===== src/rtl/iba_pkg.sv =====
// Package for the indexed block allocator: shared constants, status codes,
// controller states and the command/status structs between control and datapath.
// No dependencies.
`timescale 1ns / 1ps
package iba_pkg;

  localparam int NUM_BLOCKS_DEF = 32;
  localparam int DIR_SLOTS_DEF  = 32;
  localparam int DATA_IDX_W     = 6;   // data block position within a file
  localparam int MAX_DATA       = 2 ** DATA_IDX_W;
  localparam int NAME_W         = 8;
  localparam int COUNT_W        = 6;
  localparam int STATUS_W       = 3;
  localparam int BLOCK_OUT_W    = 5;

  typedef enum logic [STATUS_W-1:0] {
    ST_CREATED   = 3'd0,
    ST_NO_INDEX  = 3'd1,
    ST_NO_SPACE  = 3'd2,
    ST_DIR_FULL  = 3'd3,
    ST_DELETED   = 3'd4,
    ST_NOT_FOUND = 3'd5
  } status_t;

  typedef enum logic {
    OP_CREATE = 1'b0,
    OP_DELETE = 1'b1
  } op_t;

  typedef enum logic [1:0] {
    BSEL_NONE,
    BSEL_INDEX,
    BSEL_SCAN
  } blk_sel_t;

  typedef enum logic [3:0] {
    S_IDLE,
    S_SCAN,
    S_DECIDE,
    S_PUT_INDEX,
    S_ALLOC,
    S_DEL_RD,
    S_DEL_CHK,
    S_FREE_CHK,
    S_FREE_CLR,
    S_REPORT
  } state_t;

  // Commands from the controller to the datapath
  typedef struct packed {
    logic     load;
    logic     scan;
    logic     clr_j;
    logic     step_j;
    logic     take_index;
    logic     take_data;
    logic     free_index;
    logic     free_data;
    logic     release_slot;
    logic     put;
    status_t  code;
    blk_sel_t blk_sel;
    logic     is_index;
    logic     last;
  } ctl_cmd_t;

  // Status from the datapath to the controller
  typedef struct packed {
    logic scan_last;
    logic found_ib;
    logic enough;
    logic found_slot;
    logic want_zero;
    logic blk_free;
    logic data_last;
    logic slot_match;
    logic slot_last;
    logic free_done;
    logic out_space;
  } dp_stat_t;

endpackage


===== src/rtl/iba_ctrl.sv =====
// Controller state machine: sequences scan, allocation, lookup and release.
// Depends on iba_pkg; drives iba_datapath through ctl_cmd_t.
`timescale 1ns / 1ps
module iba_ctrl import iba_pkg::*; (
  input  logic     clk,
  input  logic     rst_n,
  input  logic     in_valid,
  input  logic     in_op,
  output logic     in_ready,
  input  dp_stat_t stat,
  output ctl_cmd_t cmd
);

  state_t  state_r, state_nxt;
  status_t code_r, code_nxt;

  // State and pending report code
  always_ff @(posedge clk) begin
    if (!rst_n) begin
      state_r <= S_IDLE;
      code_r  <= ST_CREATED;
    end else begin
      state_r <= state_nxt;
      code_r  <= code_nxt;
    end
  end

  // Next state and commands
  always_comb begin
    state_nxt = state_r;
    code_nxt  = code_r;
    in_ready  = 1'b0;
    cmd       = '0;
    unique case (state_r)
      S_IDLE: begin
        in_ready = 1'b1;
        if (in_valid) begin
          cmd.load  = 1'b1;
          state_nxt = (in_op == OP_DELETE) ? S_DEL_RD : S_SCAN;
        end
      end
      S_SCAN: begin
        cmd.scan = 1'b1;
        if (stat.scan_last) begin
          state_nxt = S_DECIDE;
        end
      end
      S_DECIDE: begin
        priority if (!stat.found_ib) begin
          code_nxt  = ST_NO_INDEX;
          state_nxt = S_REPORT;
        end else if (!stat.enough) begin
          code_nxt  = ST_NO_SPACE;
          state_nxt = S_REPORT;
        end else if (!stat.found_slot) begin
          code_nxt  = ST_DIR_FULL;
          state_nxt = S_REPORT;
        end else begin
          cmd.clr_j = 1'b1;
          state_nxt = S_PUT_INDEX;
        end
      end
      S_PUT_INDEX: begin
        if (stat.out_space) begin
          cmd.take_index = 1'b1;
          cmd.put        = 1'b1;
          cmd.code       = ST_CREATED;
          cmd.blk_sel    = BSEL_INDEX;
          cmd.is_index   = 1'b1;
          cmd.last       = stat.want_zero;
          state_nxt      = stat.want_zero ? S_IDLE : S_ALLOC;
        end
      end
      S_ALLOC: begin
        if (!stat.blk_free) begin
          cmd.step_j = 1'b1;
        end else if (stat.out_space) begin
          cmd.take_data = 1'b1;
          cmd.put       = 1'b1;
          cmd.code      = ST_CREATED;
          cmd.blk_sel   = BSEL_SCAN;
          cmd.last      = stat.data_last;
          cmd.step_j    = 1'b1;
          if (stat.data_last) begin
            state_nxt = S_IDLE;
          end
        end
      end
      S_DEL_RD: begin
        state_nxt = S_DEL_CHK;
      end
      S_DEL_CHK: begin
        priority if (stat.slot_match) begin
          cmd.free_index = 1'b1;
          state_nxt      = S_FREE_CHK;
        end else if (stat.slot_last) begin
          code_nxt  = ST_NOT_FOUND;
          state_nxt = S_REPORT;
        end else begin
          cmd.step_j = 1'b1;
          state_nxt  = S_DEL_RD;
        end
      end
      S_FREE_CHK: begin
        if (stat.free_done) begin
          cmd.release_slot = 1'b1;
          code_nxt         = ST_DELETED;
          state_nxt        = S_REPORT;
        end else begin
          state_nxt = S_FREE_CLR;
        end
      end
      S_FREE_CLR: begin
        cmd.free_data = 1'b1;
        state_nxt     = S_FREE_CHK;
      end
      S_REPORT: begin
        if (stat.out_space) begin
          cmd.put     = 1'b1;
          cmd.code    = code_r;
          cmd.blk_sel = BSEL_NONE;
          cmd.last    = 1'b1;
          state_nxt   = S_IDLE;
        end
      end
      default: begin
        state_nxt = S_IDLE;
      end
    endcase
  end

endmodule


===== config.mk =====
export PLATFORM = sky130hd
export DESIGN_NAME = iba_ctrl
export DESIGN_NICKNAME = d
export VERILOG_FILES = /design/src/rtl/iba_pkg.sv /design/src/rtl/iba_ctrl.sv
export SDC_FILE = /design/constraint.sdc
export NUM_CORES = 1
export LEC_CHECK = 0
export ABC_AREA = 1
export BUFFER_PORTS_ARGS = -buffer_cell sky130_fd_sc_hd__buf_2
export CORE_MARGIN = 4
export CORE_UTILIZATION = 44
export DETAILED_ROUTE_END_ITERATION = 6
export PLACE_DENSITY_LB_ADDON = 0.08
export SLEW_MARGIN = 20
export SYNTH_ARGS = -nofsm -noshare
export SYNTH_HDL_FRONTEND = slang
export SYNTH_SLANG_ARGS = --single-unit

===== constraint.sdc =====
create_clock -name clk -period 1.43 [get_ports clk]
set_input_delay 0.286 -clock clk [delete_from_list [all_inputs] [get_ports clk]]
set_output_delay 0.286 -clock clk [all_outputs]
set_load 0.02 [all_outputs]

==> metrics.md, run 1 <==
| Metric | Value |
|---|---|
| Log Error | [ERROR DPL-0038] Utilization greater than 100%, impossible to legalize |
| Post-synthesis mux area share | 0% |
| CTS sink cnt | 7 |
| #FFs+latches synth | 7 |
| Compound-Gate Fraction of Synth Area | 8.24% |
| Worst-path end type | output port |
| Post-synth top area share | 21.0% |
| Post-synthesis simple-gate area fraction | 58.4% |
| Unique cell type count in the Yosys netlist | 18 |
| Post-synthesis adder-cell area fraction | 0% |
| Post-synthesis sequential area ratio | 21.0% |
| Area leader, netlist | dfxtp_1 |
| Max H-tree Level | 1 |
| Failed at | 5_1_grt |
| Hold Buf Count CTS | 0 |
| Synth Area in XOR/XNOR | 0% |
| Initial Util | 48.9% |
| Post-Synthesis Cells | 123 |
| Io pins | 33 |
| Die extent in y | 47.0 um |
| FP Rows | 13 |
| Mean Syn Cell Area | 5.43 um^2 |
| Pin count of the biggest net entering global routing | 6 |
| Synth warn | 0 |
| Post-Syn Nets | 138 |
| Root buffer cell | clkbuf_4 |
| Top cells by area, synth | dfxtp_1, nand2_1, nor2_1 |
| CTS buffer count | 3 |
| Routability cong. | 0.888 |
| Longest Clk Path Bufs | 2 |
| Detailed Place HPWL | 1840 um |
| Post-synthesis cell area | 668 um^2 |
| Number of I/O port buffers | 32 |
| Grt repair worst endpoint | cmd[7] |
| Chip width | 47.0 um |
| Status | aborted with a tool error |
| Main combinational cell family by area after synthesis | simple AND/OR/NAND/NOR gates |
==> metrics by stage <==
stage	utilization, %	setup slack, ns	instances	instance area [um^2]
3_5_place_dp	72.3	-0.0646	186	988
3_3_place_gp	72.3	-0.0153	186	988
4_1_cts	84.5	-0.252	197	1150
2_1_floorplan	-	-0.0530	123	689
==> synth_stat cells <==
cell	n
nand3_1	11
o21bai_1	1
inv_1	17
nor2_2	4
o21ai_0	3
nand2_1	34
dfxtp_1	7
o221ai_1	1
o32ai_1	1
nor3_1	2
nor2_4	2
nand2_2	6
nor3_2	1
inv_2	3
nor2_1	25
a21oi_1	3
or3b_1	1
buf_4	1
==> cell families after synthesis <==
kind of cell,count (synthesis)
flops,7
compound gates,9
buf+inv,21
simple gates,86
==> timing repair <==
item / CTS
setup endpoints to repair: 18
buffers inserted: 8
pin swaps: 8
gates resized for setup: 34
==> run 2: changes to the inputs <==
- CORE_AREA: default -> 4 4 65 67
- CORE_MARGIN: 4 -> default
- CORE_UTILIZATION: 44 -> default
- DIE_AREA: default -> 0 0 69 71
- PLACE_DENSITY_LB_ADDON: 0.08 -> 0.15
==> run 2 against run 1 <==
  * The flow now finishes, with violations (negative setup slack)
  * Synthesized area stayed put
  * Synthesized cell count is the same
==> metrics.md, run 2 <==
| Metric | Value |
|---|---|
| Status | finished with violations |
| Violated checks | negative setup slack |
| Vias in the first global route | 968 |
| Setup TNS | -1.66 ns |
| Clock Latency Late Sink | 0.23 ns |
| Number of I/O port buffers | 32 |
| Mean Syn Cell Area | 5.43 um^2 |
| Count of final setup violators | 18 |
| Max cap viols | 0 |
| Max-slew violations | 0 |
| Fin. Hold Viols | 0 |
| Diodes inserted | 0 |
| CP max stage cell | or3b_1 |
| Detailed Place HPWL | 2100 um |
| Clk slew on worst S/H paths | 0.04 ns |
| CP startpoint | state_r[2] |
| Place WS | -0.0876 ns |
| Post-synthesis cell area | 668 um^2 |
| Core ar. | 0.00363 mm^2 |
| Top cells by area, synth | dfxtp_1, nand2_1, nor2_1 |
| Final worst path period need | 1.64 ns |
| Wire length per cell | 10.8 um |
| Startpoint type of the worst setup path | flip-flop |
| WL final | 2570 um |
| Root buffer cell | clkbuf_8 |
| Fin crit share | 115% |
| Main combinational cell family by area after synthesis | simple AND/OR/NAND/NOR gates |
| DR DRC count | 0 |
| Max H-tree Level | 1 |
| Area leader, netlist | dfxtp_1 |
| Initial Util | 18.4% |
| Crit path required time | 1.14 ns |
| Post-synthesis sequential area ratio | 21.0% |
| Leak | 0.000737 uW |
| Worst R2R Path Depth | 12 |
| CTS buffer count | 3 |
| Maximum VDD drop | 0.338 mV |
| Post-synth top cells | nand2_1, nor2_1, inv_1, nand3_1, dfxtp_1 |
| CTS sink cnt | 7 |
| Hold Path Class | in -> reg |
| Post-synth EDFFs | 0 |
| Unrepaired setup endpoints after global routing | yes |
| Reg2reg setup slack | -0.04 ns |
| Max reg flops | 4 |
| Chip width | 69 um |
| Commonest non-fill, non-tap cell in the layout | buf_4 |
| First-pass GRT wire length | 4200 um |
| Io pins | 33 |
| Reg2reg end | state_r[0] |
| Synth Area in XOR/XNOR | 0% |
| Die Area | 0.00490 mm^2 |
| Capture point of the worst path | cmd[7] |
| CTS tree | yes |
| Area Growth Syn to Fin | 103% |
| Setup Skew | 0.000870 ns |
| Post-route ant nets | 0 |
| Post-synthesis mux area share | 0% |
| Die extent in y | 71 um |
| Antenna violations before repair | 0 |
| Normalized max-slew margin | 82.2% |
| FP Rows | 22 |
| Most frequent cells in the layout | buf_4, nand2_1, buf_2 |
| Post-Synthesis Cells | 123 |
| Most frequent cell after synthesis | nand2_1 |
| Compound-Gate Fraction of Synth Area | 8.24% |
| Final core utilization | 37.3% |
| Worst Path Max Fanout | 4 |
| Crit end category | primary output |
| Critical path type | reg -> out |
| Worst r2r src | state_r[3] |
| Biggest register | state_r |
| Remaining Overflow, GRT | 0 |
| Layout cell share with drive strength beyond 1 | 57.4% |
| Finished Layout Cells | 238 |
| Primary FF master, synth | dfxtp_1 |
| #FFs+latches synth | 7 |
| Slew @ Worst Pin | 0.267 ns |
| Placed Cells | 226 |
| Largest registers | state_r: 4 flops, code_r: 3 flops |
| Post-Syn Nets | 138 |
| Post-synthesis adder-cell area fraction | 0% |
| Nets | 206 |
| Power density of the placed cells | 1510 mW/mm^2 |
| Worst-path cell chain | inv_4 -> nor2_4 -> nand2_2 -> nor3_4 -> or3b_1 -> buf_6 |
| Longest Clk Path Bufs | 2 |
| Routability cong. | 0.807 |
| Synth async-reset ratio | 0% |
| Total number of vias | 968 |
| Worst path max stage delay | 0.37 ns |
| Crit path arrival time | 1.35 ns |
| Worst setup margin | -0.210 ns |
| Pin count of the biggest net entering global routing | 8 |
| First DRT Iteration DRCs | 7 |
| Via-to-Cell Ratio | 4.07 |
| DR pass1 iterations | 4 |
| Synth warn | 0 |
| Fmax | 0.610 GHz |
| Total GRT Usage | 10.8% |
| Post-synth top area share | 21.0% |
| Unique cell type count in the Yosys netlist | 18 |
| Post-synthesis simple-gate area fraction | 58.4% |
-- run 2: cell counts after synthesis --
No cell type changed its count.
-- run 2: layout make-up --
cell class                      count  area (um^2)
Fill cell                         410         2280
Multi-Input combinational cell     95          556
Timing Repair Buffer               64          463
Sequential cell                     7          155
Inverter                           20         77.6
Tap cell                           48         60.1
Clock buffer                        4         45.0
-- run 2: worst max-delay path: cells and delay by family (launching register included) --
kind          cells  cell delay, ns
buf+inv           2            0.20
flops             1            0.36
simple gates      4            0.57
-- run 2: how the worst min path moves through the flow --
| stage | startpoint | to | slack [ns] | depth (start not counted) |
|---|---|---|---|---|
| final | rst_n | state_r[2] | 0.33 | 3 |
| after global routing | rst_n | state_r[2] | 0.36 | 3 |
| after CTS | rst_n | state_r[2] | 0.33 | 3 |
| after detailed placement | code_r[2] | code_r[2] | 0.48 | 2 |
| after global placement | code_r[2] | code_r[2] | 0.47 | 2 |
| after floorplan | rst_n | state_r[0] | 0.41 | 2 |
-- run 2: timing repair --
item | in CTS | in global routing
gates resized for setup | 39 | 19
endpoints found under the setup margin | 22 | 24
pin swaps | 6 | 11
hold buffers | 0 | 0
buffers inserted | 8 | 2
-- run 2: kinds of logic (layout without fill, tap and decap cells) --
| logic type | count (synthesis) | in the layout |
|---|---|---|
| buffers and inverters | 21 | 88 |
| flip-flops | 7 | 7 |
| AND/OR/NAND/NOR | 86 | 86 |
| AO/OA/AOI/OAI | 9 | 9 |
-- run 2: power breakdown --
part | total [uW] | switching, uW | internal, uW | leakage (uW)
clock | 277 | 84.4 | 193 | 0.0000228
sequential | 370 | 89.3 | 280 | 0.0000601
combinational | 1400 | 750 | 650 | 0.000654
total | 2050 | 924 | 1120 | 0.000737
-- run 2: per-layer routing --
metal  track usage [%]  part of all wire [%]  up-vias
met1              11.1                    40      419
met4              6.72                   3.2        0
met5                 0                     0        -
li1                  -                     -      516
met2              20.4                    53       26
met3              1.56                   3.6        7
-- run 2: stage by stage --
step	hold slack, ns	cell area [um^2]	total power, uW
2_1_floorplan	0.406	689	988
3_3_place_gp	0.466	1080	1510
3_5_place_dp	0.478	1080	1500
4_1_cts	0.328	1270	1960
5_1_grt	0.356	1360	2230
6_report	0.334	1360	2050
Note: power is estimated with default switching activity, not from simulation.
==> run 3: changes to the inputs <==
- CELL_PAD_IN_SITES_DETAIL_PLACEMENT: default -> 1
- CELL_PAD_IN_SITES_GLOBAL_PLACEMENT: default -> 1
==> run 3 against run 2 <==
  * The run still ends with negative setup slack left
  * Sequential cell count stayed put
  * Largest power group unchanged
  * Global-route usage rose by 1.7 points
  * Highest routed layer unchanged
  * Clock skew grew 0.0018 ns
==> metrics.md, run 3 (synthesis gave the netlist of run 2 again) <==
| Metric | Value |
|---|---|
| Startpoint type of the worst setup path | flip-flop |
| Worst-path cell chain | inv_4 -> nor2_4 -> nand2_2 -> nor3_4 -> or3b_4 -> buf_6 |
| Max cap viols | 0 |
| Detailed Place HPWL | 2380 um |
| Chip width | 69 um |
| WL final | 3060 um |
| Core ar. | 0.00363 mm^2 |
| Crit end category | primary output |
| CP max stage cell | or3b_4 |
| Clock power share | 13.0% |
| Comb pwr share | 70.7% |
| Worst path max stage delay | 0.38 ns |
| Pin count of the biggest net entering global routing | 6 |
| Power density of the placed cells | 1600 mW/mm^2 |
| Diodes inserted | 0 |
| Clock Latency Late Sink | 0.24 ns |
| Die extent in y | 71 um |
| Fillers | 484 |
| Wire length per cell | 12.9 um |
| Commonest non-fill, non-tap cell in the layout | buf_4 |
| Normalized max-slew margin | 84.8% |
| Via-to-Cell Ratio | 4.22 |
| Crit path arrival time | 1.40 ns |
| Count of final setup violators | 16 |
| Status | finished with violations |
| Final worst path period need | 1.68 ns |
| Leak | 0.000730 uW |
| CTS tree | yes |
| Number of I/O port buffers | 32 |
| Unrepaired setup endpoints after global routing | yes |
| Initial Util | 18.4% |
| Fmax | 0.594 GHz |
| Root buffer cell | clkbuf_8 |
| Switching Share | 46.8% |
| Total number of vias | 1,001 |
| Area Growth Syn to Fin | 115% |
| Crit path required time | 1.14 ns |
| WP buf/inv | 2 |
| Worst setup margin | -0.253 ns |
| Total GRT Usage | 12.5% |
| Place WS | -0.0697 ns |
| Critical path type | reg -> out |
| Remaining Overflow, GRT | 0 |
| Reg2reg setup slack | 0.02 ns |
| Sequential group share of total power | 16.3% |
| Largest registers | state_r: 4 flops, code_r: 3 flops |
| Fin. Hold Viols | 0 |
| Finished Layout Cells | 237 |
| Cell Int Power | 1220 uW |
| Worst Path Max Fanout | 4 |
| CTS sink cnt | 7 |
| Setup Skew | 0.00269 ns |
| Most frequent cells in the layout | buf_4, nand2_1, nor2_1 |
| Max H-tree Level | 1 |
| Max-slew violations | 0 |
| Crit-path leading delay family | simple AND/OR/NAND/NOR gates |
| Hold Path Class | in -> reg |
| First DRT Iteration DRCs | 21 |
| Die Area | 0.00490 mm^2 |
| DR DRC count | 0 |
| Maximum VDD drop | 0.426 mV |
| DR pass1 iterations | 4 |
| Nets | 205 |
| Switch Pwr | 1070 uW |
| CTS buffer count | 3 |
| Slew @ Worst Pin | 0.225 ns |
| First-pass GRT wire length | 4740 um |
| Routability cong. | 0.761 |
| Longest Clk Path Bufs | 2 |
| Layout cell share with drive strength beyond 1 | 62.4% |
| Post-route ant nets | 0 |
| FP Rows | 22 |
| Biggest register | state_r |
| Max reg flops | 4 |
| Fin crit share | 118% |
| Placed Cells | 224 |
| Violated checks | negative setup slack |
| Antenna violations before repair | 0 |
| Vias in the first global route | 1,037 |
| Io pins | 33 |
| Clk slew on worst S/H paths | 0.04 ns |
| Total power after layout | 2300 uW |
## run 3: changes by cell type in the layout (fill, tap and decap cells not counted), moves of 2 or more
| cell | delta |
|---|---|
| nor2_2 | -4 |
| nand3_1 | -3 |
| nand3_2 | +2 |
| buf_4 | -3 |
| nor2_4 | +4 |
| inv_4 | +2 |
| inv_2 | -2 |
| buf_6 | +5 |
| nand2_1 | -4 |
| buf_2 | -3 |
| nand2_2 | +4 |
## run 3: power by group through the flow
stage                     Combinational (uW)  Clock [uW]  Sequential, uW
final                                   1620         298             374
after floorplan                          665           0             323
after global placement                  1140           0             326
after detailed placement                1160           0             328
after CTS                               1380         302             355
after global routing                    1760         312             385
## run 3: worst paths after layout
path | depth (start not counted) | startpoint | endpoint
setup / recovery | 6 | state_r[2] | cmd[7]
hold / removal | 3 | rst_n | state_r[2]
setup reg to reg | 10 | state_r[2] | state_r[1]
hold reg to reg | 2 | code_r[2] | code_r[2]
## run 3: what timing repair did
| item | in CTS | in global routing |
|---|---|---|
| gates resized for setup | 44 | 40 |
| hold buffers | 0 | 0 |
| setup endpoints to repair | 20 | 22 |
| pin swaps | 6 | 18 |
| buffers inserted | 7 | 5 |
| cloned | 0 | 0 |
## run 3: area by class of cell
cell class	count	area, um^2	share of cell area (%)
Clock buffer	4	45.0	3.14
Inverter	20	87.6	6.10
Multi-Input combinational cell	95	606	42.2
Sequential cell	7	155	10.8
Tap cell	48	60.1	4.18
Timing Repair Buffer	63	482	33.6
## run 3: layer usage
metal	part of all wire [%]	track usage, %	vias up	wire length (um)
met5	0	0	-	0
met4	2.3	7.16	0	70
met3	5.2	3.84	5	158
met2	53	22.8	26	1630
met1	39	12.5	460	1200
li1	-	-	510	-
## run 3: worst register-to-register path, delay by kind of cell, from the launching register on
kind / cells / cell delay [ns]
and+or+nand+nor: 6 / 0.47
DFF: 1 / 0.36
buffers and inverters: 3 / 0.34
AOI/OAI and AO/OA: 1 / 0.14
## run 3: per-stage QoR
stage | TNS [ns] | utilization [%] | hold slack, ns | area, um^2
5_1_grt | -3.14 | 39.5 | 0.343 | 1440
4_1_cts | -2.09 | 35.1 | 0.325 | 1270
2_1_floorplan | -0.113 | - | 0.406 | 689
3_3_place_gp | -0.0676 | 29.4 | 0.464 | 1070
3_5_place_dp | -0.155 | 29.4 | 0.471 | 1070
6_report | -1.85 | 39.5 | 0.322 | 1440
==> run 4: changes to the inputs <==
- ABC_AREA: 1 -> 0
==> run 4 against run 3 <==
  * The flow still finishes with violations (negative setup slack)
  * Worst setup slack got worse by 0.14 ns
  * First-iteration DRC count increased by 95%
  * Final cell count decreased by 8.9%
  * Die area unchanged
  * Clock skew about the same
  * Power increased by 23%
  * Clock-buffer cell count unchanged
  * Critical path depth decreased by 2
  * Synthesized area increased by 4.3%
  * Cell area increased by 13%
  * Sequential cell count unchanged
  * Worst hold slack improved by 0.020 ns
  * Largest cell class is now non-clock buffers
==> metrics.md, run 4 <==
| Metric | Value |
|---|---|
| CTS tree | yes |
| Top cells by area, synth | dfxtp_1, and2_1, a21oi_1 |
| Setup TNS | -5.41 ns |
| Area leader, netlist | dfxtp_1 |
| Nets | 184 |
| Die extent in y | 71 um |
| Biggest register | state_r |
| Max reg flops | 4 |
| Worst setup margin | -0.397 ns |
| Post-synth EDFFs | 0 |
| Longest Clk Path Bufs | 2 |
| Post-Synthesis Cells | 94 |
| Post-Syn Nets | 109 |
| Compound-Gate Fraction of Synth Area | 24.2% |
| Most frequent cells in the layout | buf_4, buf_6, buf_2 |
| Synth Area in XOR/XNOR | 1.26% |
| Normalized max-slew margin | 80.5% |
| Hold Buf Count CTS | 0 |
| Total number of vias | 1,019 |
| Setup Skew | 0.00240 ns |
| First DRT Iteration DRCs | 41 |
| Fin crit share | 128% |
| Clk slew on worst S/H paths | 0.04 ns |
| WL final | 3520 um |
| Io pins | 33 |
| CTS buffer count | 3 |
| DR DRC count | 0 |
| Crit path arrival time | 1.54 ns |
| Crit path required time | 1.14 ns |
| Post-synthesis simple-gate area fraction | 45.6% |
| Power density of the placed cells | 1730 mW/mm^2 |
| Synth warn | 0 |
| Post-synthesis mux area share | 2.87% |
| Max H-tree Level | 1 |
| Vias in the first global route | 1,144 |
| Largest registers | state_r: 4 flops, code_r: 3 flops |
| Routability cong. | 0.794 |
| Clock Latency Late Sink | 0.23 ns |
| Worst Path Max Fanout | 4 |
| CTS sink cnt | 7 |
| First-pass GRT wire length | 5730 um |
| Remaining Overflow, GRT | 0 |
| Unique cell type count in the Yosys netlist | 38 |
| Maximum VDD drop | 0.868 mV |
| Antenna violations before repair | 0 |
| Fin. Hold Viols | 0 |
| Slew @ Worst Pin | 0.290 ns |
| Post-synthesis cell area | 697 um^2 |
| Final worst path period need | 1.83 ns |
| Post-route ant nets | 0 |
| Max cap viols | 0 |
| Core ar. | 0.00363 mm^2 |
| Chip width | 69 um |
| Wire length per cell | 16.3 um |
| Finished Layout Cells | 216 |
| Total GRT Usage | 14.4% |
| #FFs+latches synth | 7 |
| Synth async-reset ratio | 0% |
| Pin count of the biggest net entering global routing | 9 |
| Initial Util | 19.2% |
| Die Area | 0.00490 mm^2 |
| Layout cell share with drive strength beyond 1 | 69.0% |
| Number of I/O port buffers | 32 |
| Fmax | 0.547 GHz |
| FP Rows | 22 |
| Detailed Place HPWL | 2370 um |
| Mean Syn Cell Area | 7.41 um^2 |
| Fillers | 443 |
| Root buffer cell | clkbuf_8 |
| Critical path type | reg -> out |
| Area Growth Syn to Fin | 134% |
| Post-synth top cells | nor2_1, a21oi_1, dfxtp_1, and2_1 |
| Max-slew violations | 0 |
| Diodes inserted | 0 |
| Status | finished with violations |
| DR pass1 iterations | 4 |
| Most frequent cell after synthesis | nor2_1 |
| Placed Cells | 195 |
| Place WS | -0.242 ns |
| Count of final setup violators | 25 |
| Post-synth top area share | 20.1% |
| Commonest non-fill, non-tap cell in the layout | buf_4 |
| Via-to-Cell Ratio | 4.72 |
| Post-synthesis sequential area ratio | 20.1% |
| Crit end category | primary output |
| Post-synthesis adder-cell area fraction | 0% |
| Violated checks | negative setup slack |
| Unrepaired setup endpoints after global routing | yes |
| Main combinational cell family by area after synthesis | simple AND/OR/NAND/NOR gates |
| Hold Path Class | in -> reg |
| Primary FF master, synth | dfxtp_1 |
| Leak | 0.000716 uW |
| Startpoint type of the worst setup path | flip-flop |
[run 4: layer usage]
metal  GRT usage [%]  up-vias  part of all wire (%)
li1                -      499                     -
met4            3.04        0                  0.82
met2            27.4       15                    57
met5               0        -                     0
met3            3.69        2                   2.5
met1            16.0      503                    40
[run 4: where the power goes]
group          internal (uW)  switching [uW]
clock network            194             100
logic                   1240             907
registers                285            96.2
total                   1720            1100
[run 4: layout make-up]
class / instances / area (um^2) / share of cell area (%)
Tap cell: 48 / 60.1 / 3.69
Timing Repair Buffer: 77 / 689 / 42.4
Clock buffer: 4 / 45.0 / 2.77
Sequential cell: 7 / 155 / 9.53
Multi-Input combinational cell: 79 / 674 / 41.4
Inverter: 1 / 3.75 / 0.231
[run 4: worst paths after layout]
check / startpoint / end / slack, ns / cells after the start
setup / recovery: state_r[1] / cmd[0] / -0.40 / 4
hold / removal: rst_n / state_r[2] / 0.34 / 3
setup reg to reg: state_r[1] / state_r[1] / -0.32 / 5
hold reg to reg: code_r[1] / code_r[1] / 0.46 / 2
[run 4: cell families after synthesis]
family          Yosys count
compound gates           25
xor+xnor                  1
buf+inv                   8
flops                     7
mux                       2
simple gates             51
[run 4: critical path, cell delays in order, from the launching register on]
cell and delay [ns]:
dfxtp_4 0.35, or4b_4 0.56, nor2_4 0.11, a221o_1 0.16, buf_6 0.12
[run 4: timing repair]
action	CTS	global route
pin swaps	13	7
endpoints found under the setup margin	24	25
setup buffers	12	8
gates resized for setup	67	24
cloned	1	0
endpoints found under the hold margin	0	0
[run 4: stage by stage]
step | hold WS (ns) | util [%] | cell area (um^2) | power, uW
6_report | 0.342 | 44.8 | 1630 | 2820
5_1_grt | 0.346 | 44.8 | 1630 | 3010
4_1_cts | 0.322 | 42.4 | 1540 | 2650
3_5_place_dp | 0.486 | 31.4 | 1140 | 1750
3_3_place_gp | 0.465 | 31.4 | 1140 | 1740
2_1_floorplan | 0.414 | - | 772 | 1170
